**config.mk**
```make
export PLATFORM = sky130hd
export DESIGN_NAME = lsdt_ram
export DESIGN_NICKNAME = d
export VERILOG_FILES = /design/src/sv/line_squared_distance_transform_core_macros.svh /design/src/sv/lsdt_ram.sv
export SDC_FILE = /design/constraint.sdc
export NUM_CORES = 1
export LEC_CHECK = 0
export ABC_AREA = 1
export BUFFER_PORTS_ARGS = -buffer_cell sky130_fd_sc_hd__buf_2
export CAP_MARGIN = 30
export CELL_PAD_IN_SITES_DETAIL_PLACEMENT = 1
export CELL_PAD_IN_SITES_GLOBAL_PLACEMENT = 2
export CORE_ASPECT_RATIO = 0.5
export CORE_MARGIN = 2
export CORE_UTILIZATION = 35
export CTS_CLUSTER_SIZE = 30
export DETAILED_ROUTE_END_ITERATION = 8
export PLACE_DENSITY_LB_ADDON = 0.1
export SYNTH_ARGS = -nofsm -noshare
export SYNTH_HDL_FRONTEND = slang
export SYNTH_SLANG_ARGS = --single-unit
```
**constraint.sdc**
```tcl
create_clock -name clk -period 4.3 [get_ports clk]
set_clock_uncertainty 0.1 [all_clocks]
set_input_delay 0.86 -clock clk [delete_from_list [all_inputs] [get_ports clk]]
set_output_delay 0.86 -clock clk [all_outputs]
set_load 0.1 [all_outputs]
```
**src/sv/line_squared_distance_transform_core_macros.svh**
```systemverilog
// Assertion macros for the line squared distance transform core.
// Used by the top level; expects a clock named clk and a reset named rst.
`ifndef LINE_SQUARED_DISTANCE_TRANSFORM_CORE_MACROS_SVH
`define LINE_SQUARED_DISTANCE_TRANSFORM_CORE_MACROS_SVH

// Same-cycle implication, checked out of reset.
`define LSDT_ASSERT_NOW(label, cond, cons, msg) \
  label: assert property (@(posedge clk) disable iff (rst) (cond) |-> (cons)) else $error(msg);

// Next-cycle implication, checked out of reset.
`define LSDT_ASSERT_NEXT(label, cond, cons, msg) \
  label: assert property (@(posedge clk) disable iff (rst) (cond) |=> (cons)) else $error(msg);

`endif

```
**src/sv/lsdt_ram.sv**
```systemverilog
// Generic single-write, single-read memory with a registered read port.
// No dependencies.
module lsdt_ram #(
  parameter int WIDTH  = 8,
  parameter int DEPTH  = 64,
  parameter int ADDR_W = $clog2(DEPTH)
) (
  input  logic              clk,
  input  logic              we,
  input  logic [ADDR_W-1:0] waddr,
  input  logic [WIDTH-1:0]  wdata,
  input  logic [ADDR_W-1:0] raddr,
  output logic [WIDTH-1:0]  rdata
);

  logic [WIDTH-1:0] mem [DEPTH];

  // Write first in the source, read returns the old contents on a collision.
  always_ff @(posedge clk) begin
    if (we) begin
      mem[waddr] <= wdata;
    end
    rdata <= mem[raddr];
  end

endmodule

```
==> impl_metrics.json <==
{
  "fillers": 6419,
  "ys_warn_count": 0,
  "cts_buffer_depth": 3,
  "dieHeight_um": 178.6,
  "drt_iter0_markers": 1046,
  "seq_area_um2": 15530,
  "cts-root-buf": "clkbuf_16",
  "syn_inst": 1805,
  "timing.setup.tns_ns": 0,
  "drtPass1Iterations": 5,
  "leakage_uw": 0.008744,
  "ir_drop_uv": 272.1,
  "worstPathRequired_ns": 4.67,
  "synth_compound_area_share_pct": 0,
  "drc": 0,
  "synth-xor-area-share_pct": 0,
  "dp_slack_ns": 1.161,
  "rsz0062_at_grt": "no",
  "ys_seq_area_share_pct": 72.80,
  "tightest_slew_ns": 0.7909,
  "cts_buffers": 50,
  "post_cts_buffers": 0,
  "drv_slew": 0,
  "max-cap-violations": 0,
  "vias_per_cell": 5.137,
  "end_kind": "flop",
  "setup_ws_ns": 1.802,
  "coreArea_um2": 59750,
  "p_per_area_nw_per_um2": 444.9,
  "post_cts_resize_count": 0,
  "die_w_um": 353.2,
  "cp_max_fo": 41,
  "cts.hold.buffers_added": 0,
  "crit_type": "primary input to flop",
  "wirelength_um": 65490,
  "port_buffers": 29,
  "synthAdderAreaFrac_pct": 0,
  "synth_top_family_by_area": "simple AND/OR/NAND/NOR gates",
  "synthTopCellsByArea": "edfxtp_1, nand2_1, nand3_1, buf_6, nor2_1",
  "muxShareOfSynthArea_pct": 0,
  "postPlaceCellArea_um2": 22610,
  "diodes": 0,
  "ant_nets": 0,
  "start_kind": "primary input",
  "row_count": 63,
  "hold_viol_final": 0,
  "dp.final_hpwl_um": 39430,
  "cts.sinks": 520,
  "drive_gt1_share_pct": 10.93,
  "synth.avg_cell_area_um2": 11.82,
  "period_needed_ns": 2.498,
  "relSlewSlack_pct": 47.08,
  "worstPathArrival_ns": 2.87,
  "grt_usage_pct": 21.09,
  "grt_pass1_wl_um": 98450,
  "cts_htree_levels": 2,
  "multi_input_area_um2": 4946,
  "grt_overflow": 0,
  "setup-violations-final": 0,
  "cts.clk_slew.worst_paths_ns": 0.06,
  "min_period_over_period_pct": 58.09,
  "ys_types": 16,
  "synth_top_cell_area_share_pct": 72.05,
  "area_delta_synth_final_pct": 13.44,
  "vias": 14040,
  "crit_top_cell": "nand3_1",
  "synthSimpleGateAreaFrac_pct": 23.18,
  "dieArea_um2": 63080,
  "whs_ns": 0.5117,
  "finalNetCount": 1903,
  "crit_path_max_incr_delay_ns": 0.31,
  "clock_latency_ns": 0.60,
  "path_cells": "buf_4 > inv_4 > buf_12 > buf_12 > nand3_1 > nand3_1 > nand2_1 > nand2_1 > nand3_1 > nand3_1 > nand2_1",
  "hp-class": "primary input to flop",
  "start_util_pct": 35.71,
  "yosys.area.top_type": "edfxtp_1",
  "wl_per_cell_um": 23.96,
  "syn_nets": 1827,
  "io_pins": 30,
  "antenna_found_initial": 0,
  "netlist_area_um2": 21340,
  "grt_start_max_net_pins": 149,
  "place.gp.congestion": 0.7629,
  "cts_tree": "built",
  "max_freq_ghz": 0.4004,
  "ys_seq_elements": 520,
  "status": "complete, no violations",
  "stdcell_area_um2": 24210,
  "cp_slowest_cell": "inv_4",
  "grt_pass1_vias": 14790
}
cell families after synthesis:
family        count (synthesis)
flops                       520
simple gates               1160
buf+inv                     125
area by class of cell:
cell class              instances  area share [%]
clock buffers                  64           5.773
clock inverters                28          0.7236
inverters                      12          0.2171
multi-input cells            1160           20.43
flip-flops and latches        520           64.18
well taps                     812           4.197
repair buffers                137           4.481
layer usage:
metal	GRT usage, %	wire, um
met3	3.100	2606
met1	30.15	31710
met4	5.461	1506
met2	33.77	29660
met5	0	0
Yosys cell counts:
master    count
nand2_1     648
edfxtp_1    512
nand3_1     439
nor2_1       56
buf_2        37
buf_6        35
clkbuf_1     15
buf_4        14
buf_1        10
inv_1        10
nand4_1       9
dfxtp_1       8
nor4_1        8
buf_8         2
inv_2         1
inv_6         1
final timing paths:
kind | startpoint | to | slack [ns] | cells past startpoint
max | raddr[1] | rdata[6] | 1.80 | 11
min | wdata[4] | mem[5][4] | 0.51 | 1
max reg2reg | mem[19][2] | rdata[2] | 2.68 | 8
min reg2reg | mem[36][2] | rdata[2] | 0.72 | 8
state kept, by name, indices dropped and copies added, names as in the netlist:
| register | flops |
|---|---|
| rdata | 8 |
| mem | 512 |
stage by stage:
stage	cells	util [%]	power (uW)
global placement	2639	37.80	6514
CTS	2732	40.47	10880
detailed placement	2640	37.84	6524
global route	2733	40.51	11140
finish	2733	40.51	10770
floorplan	1805	-	6193
worst max-delay path, delay by kind of cell:
family,cells,cell delay [ns]
buffers and inverters,4,0.98
and+or+nand+nor,7,0.92
placed cells by master (no fill, tap or decap), types with 9 or more instances in the layout:
| master | netlist | layout |
|---|---|---|
| clkinv_1 | 0 | 14 |
| nand4_1 | 9 | 9 |
| clkbuf_16 | 0 | 53 |
| clkinv_2 | 0 | 11 |
| nand3_1 | 439 | 439 |
| edfxtp_1 | 512 | 512 |
| inv_1 | 10 | 9 |
| nor2_1 | 56 | 56 |
| buf_4 | 14 | 100 |
| buf_2 | 37 | 27 |
| nand2_1 | 648 | 648 |
where the power goes:
group	leakage [uW]	internal, uW	switching [uW]	total (uW)
clock network	0.000778	2400	1960	4370
logic	0.00329	175	606	781
registers	0.00467	5610	14.6	5620
(Power assumes the default switching activity.)
