<file path="src/sv/line_squared_distance_transform_core_macros.svh">
// Assertion macros for the line squared distance transform core.
// Used by the top level; expects a clock named clk and a reset named rst.
`ifndef LINE_SQUARED_DISTANCE_TRANSFORM_CORE_MACROS_SVH
`define LINE_SQUARED_DISTANCE_TRANSFORM_CORE_MACROS_SVH

// Same-cycle implication, checked out of reset.
`define LSDT_ASSERT_NOW(label, cond, cons, msg) \
  label: assert property (@(posedge clk) disable iff (rst) (cond) |-> (cons)) else $error(msg);

// Next-cycle implication, checked out of reset.
`define LSDT_ASSERT_NEXT(label, cond, cons, msg) \
  label: assert property (@(posedge clk) disable iff (rst) (cond) |=> (cons)) else $error(msg);

`endif

</file>
<file path="src/sv/lsdt_pkg.sv">
// Shared constants and types of the line squared distance transform core.
// No dependencies; imported by lsdt_cross_unit, the core and the testbench.
package lsdt_pkg;

  localparam int MAX_LINE = 64;
  localparam int IDX_W    = 6;
  localparam int CNT_W    = 7;
  localparam int VAL_W    = 41;
  localparam int NUM_W    = 46;
  localparam int DEN_W    = 7;
  localparam int BND_W    = NUM_W + DEN_W;
  localparam int PROD_W   = NUM_W + DEN_W + 1;

  localparam logic [VAL_W-1:0] FAR_VALUE     = VAL_W'(64'd1 << 40);
  localparam logic [VAL_W:0]   FAR_THRESHOLD = (VAL_W + 1)'(64'd1 << 39);

  // Operands of the shared cross-product comparator.
  typedef struct packed {
    logic signed [NUM_W-1:0] a_num;
    logic [DEN_W-1:0]        a_den;
    logic signed [NUM_W-1:0] b_num;
    logic [DEN_W-1:0]        b_den;
  } cross_op_t;

endpackage

</file>
<file path="src/sv/lsdt_cross_unit.sv">
// Shared cross-product comparator: registers a_num*b_den and b_num*a_den,
// then flags a_num/a_den > b_num/b_den in the cycle after. Uses lsdt_pkg.
module lsdt_cross_unit (
  input  logic               clk,
  input  lsdt_pkg::cross_op_t op,
  output logic               gt
);
  import lsdt_pkg::*;

  logic signed [PROD_W-1:0] prod_a;
  logic signed [PROD_W-1:0] prod_b;

  // One product pair per cycle; denominators are positive.
  always_ff @(posedge clk) begin
    prod_a <= PROD_W'(op.a_num * $signed({1'b0, op.b_den}));
    prod_b <= PROD_W'(op.b_num * $signed({1'b0, op.a_den}));
  end

  assign gt = prod_a > prod_b;

endmodule

</file>
<file path="config.mk">
export PLATFORM = sky130hd
export DESIGN_NAME = lsdt_cross_unit
export DESIGN_NICKNAME = d
export VERILOG_FILES = /design/src/sv/line_squared_distance_transform_core_macros.svh /design/src/sv/lsdt_pkg.sv /design/src/sv/lsdt_cross_unit.sv
export SDC_FILE = /design/constraint.sdc
export NUM_CORES = 2
export LEC_CHECK = 0
export BUFFER_PORTS_ARGS = -buffer_cell sky130_fd_sc_hd__buf_4
export CAP_MARGIN = 10
export CELL_PAD_IN_SITES_DETAIL_PLACEMENT = 1
export CELL_PAD_IN_SITES_GLOBAL_PLACEMENT = 1
export CORE_ASPECT_RATIO = 0.6
export CORE_MARGIN = 8
export CORE_UTILIZATION = 51
export DETAILED_ROUTE_END_ITERATION = 12
export GPL_TIMING_DRIVEN = 0
export PLACE_DENSITY_LB_ADDON = 0.05
export SLEW_MARGIN = 10
export SYNTH_ARGS = -nofsm -noshare
export SYNTH_HDL_FRONTEND = slang
export SYNTH_SLANG_ARGS = --single-unit
</file>
<file path="constraint.sdc">
create_clock -name clk -period 7 [get_ports clk]
set_clock_uncertainty 0.05 [all_clocks]
set_input_delay 0.7 -clock clk [delete_from_list [all_inputs] [get_ports clk]]
set_output_delay 0.7 -clock clk [all_outputs]
set_load 0.005 [all_outputs]
</file>
==> results.py <==
metrics = {
    "run_status": {
        "status": "complete, no violations",
    },
    "timing": {
        "relSlewSlack": 0.367,
        "setup-violations-final": 0,
        "timing.final.crit_share": 0.960,
        "tightest_slew_ns": 0.950,
        "period_needed_ns": 6.72,
        "hold_viol": 0,
        "fmax_mhz": 149,
        "slew_violations": 0,
        "rsz0062_at_grt": "yes",
    },
    "global_route": {
        "grt_pass1_wl_um": 122000,
        "use_met1": 0.347,
        "grt_max_degree": 18,
        "grtUsageMet3": 0.0554,
        "grt-busiest-layer": "met2",
        "globalRouteMet2Util": 0.423,
        "grt_use_total": 0.253,
        "grt.overflow.total": 0,
        "grt_pass1_vias": 23394,
        "antenna_found_initial": 10,
    },
    "floorplanning": {
        "core-area_um2": 52100,
        "initial_utilization": 0.512,
        "die-area_um2": 60100,
        "num_io_pins": 108,
        "die_h_um": 193,
        "die_width_um": 311,
        "rows": 65,
    },
    "logic_synthesis": {
        "synth_top_cell_by_area": "fa_1",
        "synth-edff-count": 0,
        "yosysTopAreaCellShare": 0.354,
        "ys.flop_type": "dfxtp_1",
        "synth_cells": 3015,
        "synth_area_leaders": "fa_1 35%, and2_1 13%, ha_1 13%",
        "ys_ff_latch": 108,
        "synth_nets": 3866,
        "seq_area_frac_synth": 0.0811,
        "synth_cell_types": 75,
        "netlist_area_um2": 26700,
        "async_reset_ff_frac": 0,
        "yosys_warnings": 0,
        "avgSynthCellArea_um2": 8.85,
    },
    "power": {
        "vdd.ir_drop.worst_mv": 0.327,
        "power.density_nw_per_um2": 372,
        "leakage_uw": 0.0151,
    },
    "cts": {
        "clockRootBuffer": "clkbuf_16",
        "numCtsBuffers": 9,
        "cts_sinks": 108,
        "cts_setup_buffers": 0,
        "path_clk_slew_ns": 0.07,
        "cts_buffer_depth": 2,
        "cts_tree": "built",
        "hold_buffers": 0,
        "cts-htree-levels": 3,
    },
    "critical_path": {
        "crit_type": "in2reg",
        "cp.arrival_ns": 6.96,
        "critPathLaunchType": "input port",
        "worstPathRequired_ns": 7.24,
        "critical_path.max_fanout": 10,
        "cp-end-kind": "flip-flop",
    },
    "detailed_routing": {
        "via_per_inst": 5.39,
        "wl_per_cell_um": 19.3,
        "num_vias": 20672,
        "drc_errors": 0,
        "drt_iter0_drc": 941,
        "dr.pass1.iters": 5,
        "ant_nets": 0,
        "drt-total-wl_um": 74000,
    },
    "layout": {
        "final_area_um2": 28600,
        "post-route-util": 0.549,
        "nNetsFinal": 3978,
        "syn_to_final_growth_pct": 7.38,
        "drive_above_1_share": 0.0552,
    },
    "placed_design": {
        "placed_cell_area_um2": 28300,
        "hpwl_um": 64500,
        "port_buffers": 101,
        "gp_congestion": 0.895,
    },
    "worst_hold_path": {
        "whs_endpoint": "prod_b[0]",
        "hold_path_depth": 2,
        "hp-start": "op[7]",
        "worstHoldPathType": "in2reg",
    },
    "job": {
        "cap_violations": 0,
    },
}
[sequential cells by signal (all words and copies together), names as in the netlist]
signal and count:
prod_a 54, prod_b 54
[layout by cell type, fill, tap and decap left out, types with 36 or more instances in the layout]
cell        n
xnor2_1    65
o21ai_0    50
nand2_1   187
a21o_1     75
buf_4     101
nand4_1    36
nor2_1     62
fa_1      472
a21oi_1   111
dfxtp_1   108
clkbuf_1   77
and2_1    546
ha_1      272
inv_1     643
[metal layers]
metal  up-vias  wire length [um]  part of all wire
met3        73              5450             0.074
met4         0               726            0.0098
met1     10607             33400              0.45
met5         -                 0                 0
met2       435             34400              0.47
li1       9557                 -                 -
[worst max-delay path by stage]
stage / start / endpoint / slack (ns) / depth (start not counted)
global placement: op[4] / prod_a[51] / -0.42 / 21
finish: op[57] / prod_b[52] / 0.28 / 20
floorplan: op[2] / prod_a[52] / 1.28 / 21
global route: op[55] / prod_b[51] / -0.05 / 20
CTS: op[4] / prod_a[52] / 0.03 / 21
detailed placement: op[2] / prod_a[51] / -0.58 / 21
[metrics by stage]
step                cells  hold WS (ns)  setup slack, ns  total power [uW]  setup TNS (ns)
CTS                  3835         0.576           0.0271             10800               0
finish               3838         0.583            0.278             10700               0
global placement     3819         0.954           -0.419              9830           -3.04
global route         3835         0.585          -0.0470             12000         -0.0470
detailed placement   3819         0.960           -0.578             10200           -5.96
floorplan            3015         0.772             1.28              7860               0
[Yosys cell counts, drive strengths merged (3+ instances only)]
cell type  number
inv           643
and2          546
fa            472
ha            272
nand2         187
a21oi         113
dfxtp         108
clkbuf         93
a21o           75
xnor2          65
nor2           62
o21ai          61
nand4          36
xor2           35
o21bai         25
nand3          23
nor3           15
o21a           15
a211oi         14
and3           13
a31oi          10
nand2b         10
a2111oi         8
buf             8
nor2b           8
o211ai          8
or3             8
a211o           7
a221oi          6
a41oi           6
or2             6
and4            5
o41ai           5
a31o            4
o221ai          4
o31ai           4
mux2i           3
nor4            3
o31a            3
[kinds of logic (layout without fill, tap and decap cells)]
logic type | after synthesis | count (layout) | share of synthesized area
AO/OA/AOI/OAI | 390 | 390 | 0.105
XOR/XNOR | 100 | 100 | 0.0328
adder cells (fa/ha/maj) | 744 | 744 | 0.482
buffers and inverters | 744 | 861 | 0.105
flip-flops | 108 | 108 | 0.0811
multiplexers | 3 | 3 | 0.00113
other | 0 | 3 | 0
AND/OR/NAND/NOR | 926 | 926 | 0.193
[worst max-delay path, stage by stage]
cell and delay [ns]:
clkbuf_1 0.62, clkbuf_2 0.51, nand2_1 0.14, fa_1 0.50, inv_1 0.05, fa_1 0.49
fa_1 0.50, inv_1 0.05, fa_1 0.52, inv_1 0.06, ha_1 0.42, o21a_1 0.23
nor2_1 0.05, o31a_1 0.30, a21oi_1 0.26, o21ai_0 0.31, o21ai_1 0.45, a41oi_1 0.27
o31ai_1 0.33, xor2_1 0.17
[layout make-up]
class | count | area [um2]
fill | 6190 | 23500
multi-input combinational | 2163 | 21700
inverter | 643 | 2410
sequential | 108 | 2160
tap | 703 | 880
timing repair buffer | 101 | 758
buffer | 101 | 417
clock buffer | 11 | 243
clock inverter | 5 | 60.1
antenna | 3 | 7.51
[timing repair]
item / in CTS / in global routing
gates cloned: 0 / 0
endpoints found under the setup margin: 3 / 13
hold endpoints to repair: 0 / 0
resized for setup: 6 / 27
[where the power goes]
| group | total (uW) | internal, uW | leakage [uW] | switching [uW] |
|---|---|---|---|---|
| combinational | 9010 | 3650 | 0.0140 | 5350 |
| sequential | 1130 | 1030 | 0.000911 | 96.2 |
| clock | 521 | 289 | 0.000146 | 233 |
Note: power is estimated with default switching activity, not from simulation.
